--- src/design/rfvc_pkg.sv ---
// Shared types, constants and the sine table builder for the velocity command block.
`default_nettype none
package rfvc_pkg;

  localparam int COORD_WIDTH_DEF = 16;
  localparam int ANGLE_BITS_DEF  = 12;
  localparam int SPEED_W         = 16;
  localparam int CFG_DATA_W      = 15;
  localparam int CFG_INDEX_W     = 3;
  localparam int QUOT_W          = 15;

  typedef logic [CFG_INDEX_W-1:0] cfg_index_t;

  localparam cfg_index_t REG_FLIP_Y         = 3'd0;
  localparam cfg_index_t REG_ROTATE_CW      = 3'd1;
  localparam cfg_index_t REG_MAX_SPEED      = 3'd2;
  localparam cfg_index_t REG_ANGLE_ADJUST   = 3'd3;
  localparam cfg_index_t REG_AXIS_TOLERANCE = 3'd4;
  localparam cfg_index_t REG_MAX_TURN_SPEED = 3'd5;

  typedef struct packed {
    logic                  flip_y;
    logic                  rotate_cw;
    logic [CFG_DATA_W-1:0] max_speed;
    logic                  adjust_on;
    logic [CFG_DATA_W-1:0] axis_tol;
    logic [CFG_DATA_W-1:0] max_turn;
  } rfvc_cfg_t;

  typedef struct packed {
    logic y_major;
    logic neg_x;
    logic neg_y;
    logic zero;
  } rfvc_flags_t;

  localparam logic [63:0] HALF_PI_Q30 = 64'd1686629713;
  localparam logic [63:0] TAYLOR_DIV [8] = '{64'd6, 64'd20, 64'd42, 64'd72,
                                             64'd110, 64'd156, 64'd210, 64'd272};

  // Q0.15 sine of r quarter-turn steps, r in [0, 2^(ab-2)], from a Q30 Taylor series.
  function automatic logic [14:0] quarter_sine(input int unsigned r, input int unsigned ab);
    logic [63:0] x;
    logic [63:0] term;
    logic [63:0] sum;
    logic [63:0] q15;
    x    = (HALF_PI_Q30 * 64'(r)) >> (ab - 2);
    term = x;
    sum  = x;
    for (int n = 1; n <= 8; n++) begin
      term = (term * x) >> 30;
      term = (term * x) >> 30;
      term = term / TAYLOR_DIV[n-1];
      if ((n & 1) == 1) begin
        sum = sum - term;
      end else begin
        sum = sum + term;
      end
    end
    q15 = (sum + 64'd16384) >> 15;
    if (q15 > 64'd32767) begin
      q15 = 64'd32767;
    end
    return q15[14:0];
  endfunction

endpackage
`default_nettype wire

--- src/design/rfvc_div_stage.sv ---
// One restoring division step: yields one quotient bit per pipeline stage.
`default_nettype none
module rfvc_div_stage #(
  parameter int COORD_WIDTH = rfvc_pkg::COORD_WIDTH_DEF
) (
  input  wire logic                                  clk,
  input  wire logic                                  rst_n,
  input  wire logic                                  in_valid,
  output logic                                       in_ready,
  input  wire logic [COORD_WIDTH+rfvc_pkg::QUOT_W:0] in_work,
  input  wire logic [COORD_WIDTH:0]                  in_den,
  input  wire rfvc_pkg::rfvc_flags_t                 in_flags,
  output logic                                       out_valid,
  input  wire logic                                  out_ready,
  output logic [COORD_WIDTH+rfvc_pkg::QUOT_W:0]      out_work,
  output logic [COORD_WIDTH:0]                       out_den,
  output rfvc_pkg::rfvc_flags_t                      out_flags
);
  import rfvc_pkg::*;

  localparam int AW = COORD_WIDTH + 1;
  localparam int NW = AW + QUOT_W;

  logic          en;
  logic          v_r;
  logic [AW:0]   trial;
  logic [AW:0]   diff;
  logic [NW-1:0] work_nxt;
  logic [NW-1:0] work_r;
  logic [AW-1:0] den_r;
  rfvc_flags_t   flags_r;

  assign en       = !v_r || out_ready;
  assign in_ready = en;

  // Upper part of the word is the partial remainder, the lower part shifts
  // dividend bits out and quotient bits in.
  always_comb begin
    trial = in_work[NW-1:QUOT_W-1];
    diff  = trial - {1'b0, in_den};
    if (trial >= {1'b0, in_den}) begin
      work_nxt = {diff[AW-1:0], in_work[QUOT_W-2:0], 1'b1};
    end else begin
      work_nxt = {trial[AW-1:0], in_work[QUOT_W-2:0], 1'b0};
    end
  end

  always_ff @(posedge clk) begin
    if (!rst_n) begin
      v_r <= 1'b0;
    end else if (en) begin
      v_r <= in_valid;
    end
  end

  always_ff @(posedge clk) begin
    if (en) begin
      work_r  <= work_nxt;
      den_r   <= in_den;
      flags_r <= in_flags;
    end
  end

  assign out_valid = v_r;
  assign out_work  = work_r;
  assign out_den   = den_r;
  assign out_flags = flags_r;
endmodule
`default_nettype wire

--- config.mk ---
export PLATFORM = sky130hd
export DESIGN_NAME = rfvc_div_stage
export DESIGN_NICKNAME = d
export VERILOG_FILES = /design/src/design/rfvc_pkg.sv /design/src/design/rfvc_div_stage.sv
export SDC_FILE = /design/constraint.sdc
export NUM_CORES = 1
export LEC_CHECK = 0
export ABC_AREA = 1
export BUFFER_PORTS_ARGS = -buffer_cell sky130_fd_sc_hd__buf_2
export CELL_PAD_IN_SITES_DETAIL_PLACEMENT = 1
export CELL_PAD_IN_SITES_GLOBAL_PLACEMENT = 2
export CORE_MARGIN = 4
export CORE_UTILIZATION = 31
export CTS_BUF_LIST = sky130_fd_sc_hd__clkbuf_8 sky130_fd_sc_hd__clkbuf_16
export CTS_CLUSTER_SIZE = 16
export DETAILED_ROUTE_END_ITERATION = 10
export PLACE_DENSITY_LB_ADDON = 0.1
export SETUP_SLACK_MARGIN = 0.05
export SLEW_MARGIN = 20
export SYNTH_ARGS = -nofsm -noshare
export SYNTH_HDL_FRONTEND = slang
export SYNTH_SLANG_ARGS = --single-unit
--- constraint.sdc ---
create_clock -name clk -period 3.1 [get_ports clk]
set_clock_uncertainty 0.05 [all_clocks]
set_input_delay 0.31 -clock clk [delete_from_list [all_inputs] [get_ports clk]]
set_output_delay 0.31 -clock clk [all_outputs]
set_load 0.02 [all_outputs]
==> results by group, run 1 <==
Outcome
  – Outcome: complete, no violations

Finish
  – Fillers: 1220
  – Multi-input gate area: 1300 um2
  – Final #Nets: 546
  – Most frequent cells in the layout: buf_2, nand2_1, inv_1, edfxtp_1, nand3_1
  – # diodes: 0
  – Post-route cell area: 4040 um2
  – Area Growth Syn to Fin: 25.8%
  – Sequential cell area: 1610 um2
  – Commonest non-fill, non-tap cell in the layout: buf_2
  – Share of layout cells above drive strength 1: 34.3%

Detailed routing
  – ANT nets after route: 0
  – DR DRC count: 0
  – Via count: 2671
  – Drt total wl: 8200 um
  – Drt pass-1 iters: 4
  – Initial DRC count: 77
  – WL/cell: 13.6 um
  – Vias/cell: 4.41

Floorplan
  – Die span in y: 110 um
  – Row Count: 36
  – Initial cell density of the core: 32.4%
  – Core box area: 9910 um2
  – Die ar.: 12000 um2
  – IO Count: 112
  – Die width: 110 um

Synthesis
  – Synthesized cell area: 3210 um2
  – Gate count of the mapped netlist: 355
  – Distinct cells, synth: 27
  – Syn nets: 430
  – Yosys reg bits: 54
  – Syn Area/Cell: 9.04 um2
  – Post-synth ARST share: 0%
  – Syn. warnings: 0
  – Post-synth EDFFs: 53
  – Sequential area share after synthesis: 50.2%
  – Ys flop type: edfxtp_1

Global routing
  – Vias in the first global route: 2794
  – Initial antenna violation count: 0
  – GRT Overall Usage: 14.2%
  – First-pass GRT wire length: 13300 um
  – Maximum number of pins on one net before global-route repair: 36
  – Global route overflow: 0

STA
  – Slew headroom: 37.4%
  – Max-slew violation count: 0
  – Min Clock Period, post-route: 2.57 ns
  – Count of final setup violators: 0
  – Worst-margin pin slew: 0.935 ns
  – Final period utilization: 82.8%
  – Final hold vios: 0
  – Setup repair after global routing missed its margin: false
  – Setup TNS: 0 ns
  – Fmax: 390 MHz

Critical path
  – CP Launch Type: input pin
  – Setup slack, reg-to-reg: 1.72 ns
  – Worst setup EP type: flop
  – Reg-to-Reg Start: out_valid$_SDFFE_PN0P_
  – R2R Path End: out_work[19]$_DFFE_PP_
  – Arrival time worst endpoint: 2.59 ns
  – CP Max Fanout: 18
  – Critical Path RT: 3.12 ns
  – FF-to-FF path depth: 2
  – WS Path Type: input pin to flop

Clocking
  – CTS clk-pin slew, worst paths: 0.10 ns
  – CTS tree: yes
  – CTS Root Cell: clkbuf_8
  – Clock sink count: 54
  – Clk Latency, worst-skew pair: 0.31 ns
  – CTS resizes: 0
  – CTS Buf Count: 5
  – H-Tree Level Count: 2
  – Clk buf depth: 2
  – Hold-fix buffers, CTS: 0
  – Postcts setup bufs: 0

Power
  – Static leakage: 2.15 nW
  – P per Cell Area: 485 nW/um2
  – Maximum VDD drop: 163 uV
  – Total power: 1.96 mW

Worst hold path
  – WHS Path Cells: 1
  – Type of the most critical hold path: input pin to flop
  – Hold path startpoint: in_work[12]
  – Hold endpoint: out_work[13]$_DFFE_PP_

Placement
  – Placed Instance Area: 3920 um2
  – RD Place Congestion: 0.756
  – I/O Buffers: 111
  – Dpl hpwl: 6660 um

Run
  – Max-cap violations: 0
[worst max path at each step]
stage | startpoint | end | slack (ns) | cells past startpoint
after floorplan | out_valid$_SDFFE_PN0P_ | out_den[0]$_DFFE_PP_ | 0.92 | 1
after global placement | in_work[23] | out_work[30]$_DFFE_PP_ | 0.19 | 10
after detailed placement | in_den[9] | out_work[24]$_DFFE_PP_ | 0.13 | 11
after CTS | in_den[9] | out_work[29]$_DFFE_PP_ | 0.50 | 11
after global routing | in_den[11] | out_work[28]$_DFFE_PP_ | 0.33 | 11
final | in_work[25] | out_work[29]$_DFFE_PP_ | 0.53 | 10
[synthesized netlist by cell type, drive strengths merged, types with 3 or more instances]
cell | n | area share [%]
nand3 | 33 | 5.6
nand2 | 136 | 20
nor2 | 13 | 1.8
edfxtp | 53 | 50
ha | 17 | 6.6
nand4 | 3 | 0.58
xor2 | 7 | 1.9
a21oi | 10 | 1.8
inv | 70 | 8.2
buf | 3 | 1.0
nor3 | 4 | 1.1
[state kept, by name (all words and copies together), names as in the netlist]
register   cells
out_den       17
out_flags      4
out_valid      1
out_work      32
[critical path, cell delays in order]
cell	delay, ns
buf_2	0.11
ha_1	0.37
nand2_1	0.10
nand2_1	0.08
nand2_2	0.09
a21oi_2	0.07
nor3_4	0.76
nand2_4	0.45
nand2_1	0.19
nand2_1	0.06
[metrics by stage]
stage          hold slack, ns  std cells  util (%)  setup slack, ns
6_report                0.116        605      40.7            0.535
5_1_grt                0.0932        605      40.7            0.334
4_1_cts                0.0951        605      40.7            0.497
3_5_place_dp            0.438        597      39.6            0.130
3_3_place_gp            0.437        597      39.6            0.189
2_1_floorplan           0.359        355         -            0.925
[logic make-up (layout without fill, tap and decap cells)]
group	count (synthesis)	in the layout	synth area share (%)
simple gates	190	190	29.0
buf+inv	74	191	9.32
flops	54	54	50.2
fa+ha+maj	18	18	7.25
compound gates	12	12	2.30
xor+xnor	7	7	1.91
[power breakdown]
| part | switching, mW | internal, mW |
|---|---|---|
| logic | 0.367 | 0.192 |
| registers | 0.0158 | 0.893 |
| clock network | 0.248 | 0.245 |
[layout make-up]
| cell class | instances | area share [%] |
|---|---|---|
| repair buffers | 112 | 14.3 |
| clock buffers | 5 | 1.70 |
| well taps | 133 | 4.12 |
| flip-flops and latches | 54 | 39.9 |
| multi-input cells | 227 | 32.2 |
| inverters | 71 | 6.60 |
| clock inverters | 3 | 1.18 |
[per-layer routing]
metal,GRT usage (%),share of wire [%]
met5,0,0
met4,3.47,1.0
met3,2.99,7.2
met2,25.7,49
met1,17.1,43
Power figures use the tool's default switching activity.
==> inputs of run 2 (changes only) <==
--- a/config.mk
+++ b/config.mk
@@ -10,7 +10,7 @@
 export CELL_PAD_IN_SITES_DETAIL_PLACEMENT = 1
 export CELL_PAD_IN_SITES_GLOBAL_PLACEMENT = 2
 export CORE_MARGIN = 4
-export CORE_UTILIZATION = 31
+export CORE_UTILIZATION = 26
 export CTS_BUF_LIST = sky130_fd_sc_hd__clkbuf_8 sky130_fd_sc_hd__clkbuf_16
 export CTS_CLUSTER_SIZE = 16
 export DETAILED_ROUTE_END_ITERATION = 10
==> constraint.sdc (replaced) <==
create_clock -name clk -period 2.1 [get_ports clk]
set_clock_uncertainty 0.05 [all_clocks]
set_input_delay 0.21 -clock clk [delete_from_list [all_inputs] [get_ports clk]]
set_output_delay 0.21 -clock clk [all_outputs]
set_load 0.02 [all_outputs]
==> run 2 against run 1 <==
Effect of this change: final cell count is 8.1% higher; register-to-register slack worse by 0.65 ns; core utilization is 5.5 points lower; routed wire length is 5.8% higher; non-clock buffer count is 14 higher; sequential power is 47% higher; flip-flop and latch count stayed put; highest routed layer unchanged; largest power group unchanged; critical path depth is 5 higher; die area is 18% higher; global-route usage is 1.7 points lower; cell area is 5.4% higher.
==> results by group, run 2 (same netlist as run 1, synthesis figures left out) <==
Outcome
  – Outcome: complete, no violations

Global routing
  – First-pass GRT wire length: 14100 um (+5.4%)
  – Initial antenna violation count: 0 (unchanged)
  – Vias in the first global route: 2883 (+3.2%)
  – GRT Overall Usage: 12.5% (-1.7 points)
  – Maximum number of pins on one net before global-route repair: 32 (-11%)
  – Global route overflow: 0 (unchanged)

STA
  – Min Clock Period, post-route: 1.89 ns
  – Count of final setup violators: 0 (unchanged)
  – Slew headroom: 71.9% (+34 points)
  – Final hold vios: 0 (unchanged)
  – Worst-margin pin slew: 0.421 ns (-0.514 ns)
  – Setup repair after global routing missed its margin: false
  – Max-slew violation count: 0 (unchanged)
  – Final period utilization: 89.9%
  – Fmax: 530 MHz
  – Worst setup margin: 0.211 ns (-0.323 ns)
  – Setup TNS: 0 ns (unchanged)

Floorplan
  – Row Count: 40 (+11%)
  – Die span in y: 119 um (+8.5%)
  – Initial cell density of the core: 26.6% (-5.8 points)
  – Core box area: 12100 um2 (+22%)
  – Die ar.: 14200 um2 (+18%)
  – Die width: 119 um (+8.5%)
  – IO Count: 112 (unchanged)

Detailed routing
  – Initial DRC count: 81 (+5.2%)
  – Drt pass-1 iters: 4 (unchanged)
  – ANT nets after route: 0 (unchanged)
  – Drt total wl: 8670 um (+5.8%)
  – WL/cell: 13.3 um (-2.1%)
  – Via count: 2737 (+2.5%)
  – DR DRC count: 0 (unchanged)
  – Vias/cell: 4.19 (-5.2%)

Critical path
  – Worst setup EP type: flop
  – CP Launch Type: input pin
  – WS Path Type: input pin to flop
  – CP Max Fanout: 4 (-14)
  – Arrival time worst endpoint: 1.90 ns (-0.69 ns)
  – Critical Path RT: 2.11 ns (-1.01 ns)
  – Reg-to-Reg Start: out_valid$_SDFFE_PN0P_
  – Critical path origin: in_work[14]

Finish
  – Post-route cell area: 4260 um2 (+5.4%)
  – Flip-flop count of the largest register after layout: 32 (unchanged)
  – Commonest non-fill, non-tap cell in the layout: buf_2
  – Fillers: 1458 (+20%)
  – Area Growth Syn to Fin: 32.6%
  – Share of layout cells above drive strength 1: 36.2% (+1.9 points)
  – # diodes: 0 (unchanged)
  – Most frequent cells in the layout: buf_2, nand2_1, inv_1, edfxtp_1, nand3_1
  – Final #Nets: 560 (+2.6%)

Placement
  – I/O Buffers: 111 (unchanged)
  – Placed Instance Area: 4080 um2 (+4.1%)
  – RD Place Congestion: 0.756 (about the same)
  – Place WS: -0.126 ns (-0.256 ns)
  – Dpl hpwl: 7130 um (+7.0%)

Clocking
  – Postcts setup bufs: 0 (unchanged)
  – CTS Root Cell: clkbuf_16
  – Clk buf depth: 2 (unchanged)
  – Hold-fix buffers, CTS: 0 (unchanged)
  – CTS resizes: 0 (unchanged)
  – H-Tree Level Count: 2 (unchanged)
  – CTS clk-pin slew, worst paths: 0.08 ns (-0.02 ns)
  – Clk Latency, worst-skew pair: 0.30 ns (about the same)
  – CTS tree: yes
  – CTS Buf Count: 5 (unchanged)
  – Clock sink count: 54 (unchanged)

Worst hold path
  – Hold path startpoint: in_work[6]
  – Type of the most critical hold path: input pin to flop

Power
  – Maximum VDD drop: 295 uV (+81%)
  – Total power: 3.19 mW (+63%)
  – P per Cell Area: 749 nW/um2 (+54%)
  – Static leakage: 2.25 nW (+4.5%)

Run
  – Max-cap violations: 0 (unchanged)
==> run 2: cell types whose count changed in the layout (fill, tap and decap cells not counted), sizes merged <==
| cell | before | now |
|---|---|---|
| buf | 112 | 126 |
==> run 2: per-layer routing <==
metal,part of all wire [%],track usage [%],vias up
li1,-,-,1382
met1,47,15.7,1268
met2,46,20.9,79
met3,6.1,2.99,8
met4,1.5,4.34,0
met5,0,0,-
==> run 2: final timing paths <==
| check | endpoint | slack, ns | cells after the start |
|---|---|---|---|
| min reg2reg | out_valid$_SDFFE_PN0P_ | 0.72 | 3 |
| min | out_work[7]$_DFFE_PP_ | 0.03 | 1 |
| max | out_work[29]$_DFFE_PP_ | 0.21 | 15 |
| max reg2reg | out_den[14]$_DFFE_PP_ | 1.07 | 2 |
==> run 2: area by class of cell <==
type	count	area, um2	share of cell area (%)
inverter	71	267	6.26
multi-input combinational	227	1300	30.6
sequential	54	1610	37.9
clock inverter	3	47.5	1.12
tap	168	210	4.94
clock buffer	5	125	2.94
timing repair buffer	126	693	16.3
==> run 2: where the power goes <==
group	internal [mW]	total [mW]	leakage [nW]	switching, mW
clock	0.570	0.990	0.0844	0.420
sequential	1.32	1.34	0.561	0.0251
combinational	0.305	0.854	1.61	0.549
==> run 2: per-stage QoR <==
stage	util [%]	hold WS, ns	instances
floorplan	-	0.259	355
CTS	35.3	0.0171	654
global placement	33.8	0.337	646
global route	35.3	0.0143	654
finish	35.3	0.0268	654
detailed placement	33.8	0.339	646
==> run 2: worst max-delay path, stage by stage <==
cell and delay, ns:
buf_2 0.12, inv_1 0.05, ha_1 0.14, inv_1 0.06, fa_1 0.42, nand3_1 0.11, nand3_1 0.16, nand2_1 0.10
nand2_1 0.10, nand2_1 0.14, nand2_1 0.06, nand2_1 0.06, nand2_1 0.05, nand2_1 0.05, nand2_1 0.06
==> inputs of run 3 (changes only) <==
--- a/config.mk
+++ b/config.mk
@@ -9,7 +9,6 @@
 export BUFFER_PORTS_ARGS = -buffer_cell sky130_fd_sc_hd__buf_2
 export CELL_PAD_IN_SITES_DETAIL_PLACEMENT = 1
 export CELL_PAD_IN_SITES_GLOBAL_PLACEMENT = 2
-export CORE_MARGIN = 4
 export CORE_UTILIZATION = 26
 export CTS_BUF_LIST = sky130_fd_sc_hd__clkbuf_8 sky130_fd_sc_hd__clkbuf_16
 export CTS_CLUSTER_SIZE = 16
==> run 3 against run 2 <==
Effect of this change: first-iteration DRC count increased by 59%; non-clock buffer count increased by 14; register-to-register slack got worse by 0.25 ns; power decreased by 2.1%; largest cell class unchanged; largest power group unchanged; highest routed layer unchanged.
==> results by group, run 3 (same netlist as run 1, synthesis figures left out) <==
Outcome
  – Outcome: complete, no violations

Detailed routing
  – Drt pass-1 iters: 4 (unchanged)
  – Via count: 2788 (+1.9%)
  – Vias/cell: 4.31 (+3.0%)
  – Initial DRC count: 129 (+59%)
  – ANT nets after route: 0 (unchanged)
  – DR DRC count: 0 (unchanged)
  – WL/cell: 13.3 um (+0.48%)
  – Drt total wl: 8620 um (-0.60%)

Clocking
  – CTS Root Cell: clkbuf_16
  – CTS tree: yes
  – H-Tree Level Count: 2 (unchanged)
  – Hold-fix buffers, CTS: 0 (unchanged)
  – Clk Latency, worst-skew pair: 0.30 ns (about the same)
  – CTS Buf Count: 5 (unchanged)
  – CTS clk-pin slew, worst paths: 0.08 ns (about the same)
  – Clk buf depth: 2 (unchanged)
  – Clock sink count: 54 (unchanged)

Global routing
  – First-pass GRT wire length: 13900 um (-0.93%)
  – Initial antenna violation count: 0 (unchanged)
  – Vias in the first global route: 2817 (-2.3%)
  – Global route overflow: 0 (unchanged)
  – Maximum number of pins on one net before global-route repair: 20 (-38%)
  – GRT Overall Usage: 14.4% (+1.9 points)

Finish
  – Most frequent cells in the layout: buf_2, nand2_1, inv_1, edfxtp_1, nand3_1
  – Flip-flop count of the largest register after layout: 32 (unchanged)
  – Area Growth Syn to Fin: 34.6%
  – Post-route cell area: 4320 um2 (+1.5%)
  – # diodes: 0 (unchanged)
  – Util after Layout: 36.0% (+0.69 points)
  – Share of layout cells above drive strength 1: 38.2% (+2.0 points)
  – Final #Nets: 574 (+2.5%)
  – Fillers: 1457 (-0.069%)
  – Commonest non-fill, non-tap cell in the layout: buf_2

STA
  – Min Clock Period, post-route: 1.84 ns (-0.0521 ns)
  – Setup repair after global routing missed its margin: false
  – Setup TNS: 0 ns (unchanged)
  – Worst-margin pin slew: 0.395 ns (-0.0264 ns)
  – Final period utilization: 87.4% (-2.5 points)
  – Final hold vios: 0 (unchanged)
  – Count of final setup violators: 0 (unchanged)
  – Max-slew violation count: 0 (unchanged)
  – Slew headroom: 73.7% (+1.8 points)
  – Fmax: 545 MHz (+2.8%)
  – Fin Hold WS: 0.0249 ns (-0.00181 ns)

Power
  – P per Cell Area: 723 nW/um2 (-3.6%)
  – Static leakage: 2.31 nW (+2.7%)
  – Maximum VDD drop: 267 uV (-9.5%)

Critical path
  – Worst setup EP type: flop
  – Arrival time worst endpoint: 1.86 ns (-0.04 ns)
  – R2R Path End: out_work[10]$_DFFE_PP_
  – FF-to-FF path depth: 2 (unchanged)
  – Reg-to-Reg Start: out_valid$_SDFFE_PN0P_
  – CP Max Fanout: 4 (unchanged)
  – Setup slack, reg-to-reg: 0.82 ns (-0.25 ns)
  – Critical Path RT: 2.12 ns (about the same)
  – WS Path Type: input pin to flop
  – CP Launch Type: input pin

Placement
  – I/O Buffers: 111 (unchanged)
  – Placed Instance Area: 4160 um2 (+1.9%)
  – RD Place Congestion: 0.783 (+3.6%)
  – Dpl hpwl: 7090 um (-0.55%)

Worst hold path
  – Type of the most critical hold path: input pin to flop
  – Hold path startpoint: in_work[0]
  – Hold endpoint: out_work[1]$_DFFE_PP_
  – WHS Path Cells: 1 (unchanged)

Floorplan
  – Die span in y: 113 um (-5.0%)
  – Die ar.: 12800 um2 (-9.8%)
  – Initial cell density of the core: 26.7% (+0.11 points)
  – Die width: 113 um (-5.0%)
  – IO Count: 112 (unchanged)
  – Row Count: 40 (unchanged)
  – Core box area: 12000 um2 (-0.42%)

Run
  – Max-cap violations: 0 (unchanged)
-- run 3: cell count changes in the layout (fill, tap and decap cells not counted), sizes merged --
cell,delta
buf,+14
bufinv,-1
inv,+1
-- run 3: report_power, final --
group          internal, mW  total (mW)  switching [mW]
combinational         0.336       0.893           0.556
sequential             1.32        1.34          0.0232
clock                 0.458       0.888           0.429
total                  2.11        3.12            1.01
-- run 3: repair_timing --
item	CTS	global route
endpoints found under the setup margin	0	2
gates resized for setup	0	1
buffers inserted	0	0
-- run 3: worst max path at each step --
stage                      from                endpoint
global placement    in_work[14]  out_work[29]$_DFFE_PP_
CTS                 in_work[14]  out_work[29]$_DFFE_PP_
floorplan           in_work[14]  out_work[19]$_DFFE_PP_
detailed placement  in_work[14]  out_work[29]$_DFFE_PP_
global route        in_work[14]  out_work[29]$_DFFE_PP_
finish              in_work[14]  out_work[29]$_DFFE_PP_
-- run 3: worst max-delay path, stage by stage --
cell and delay, ns:
buf_2 0.11, inv_1 0.05, ha_1 0.14, inv_1 0.06, fa_1 0.43, nand3_1 0.13
nand3_2 0.12, nand2_1 0.08, nand2_1 0.12, nand2_1 0.13, nand2_1 0.06, nand2_1 0.05
nand2_1 0.06, nand2_1 0.06, nand2_1 0.05
-- run 3: through the flow --
step | std cells | power (mW) | worst slack, ns
after detailed placement | 639 | 2.28 | -0.141
after floorplan | 355 | 1.94 | 0.269
after global placement | 639 | 2.27 | -0.139
after CTS | 647 | 3.19 | 0.192
after global routing | 647 | 3.32 | 0.0626
final | 647 | 3.12 | 0.264
-- run 3: cell type report --
class | count | area, um2 | area share (%)
Clock buffer | 5 | 125 | 2.90
Sequential cell | 54 | 1610 | 37.3
Clock inverter | 3 | 28.8 | 0.666
Multi-Input combinational cell | 227 | 1310 | 30.2
Inverter | 71 | 267 | 6.17
Tap cell | 147 | 184 | 4.26
Timing Repair Buffer | 140 | 798 | 18.5
-- run 3: routing by layer --
| metal | share of wire, % | wire length, um | GRT usage [%] |
|---|---|---|---|
| met3 | 5.3 | 454 | 3.27 |
| met2 | 46 | 3970 | 23.9 |
| met1 | 47 | 4080 | 18.3 |
| met5 | 0 | 0 | 0 |
| met4 | 1.4 | 123 | 5.00 |
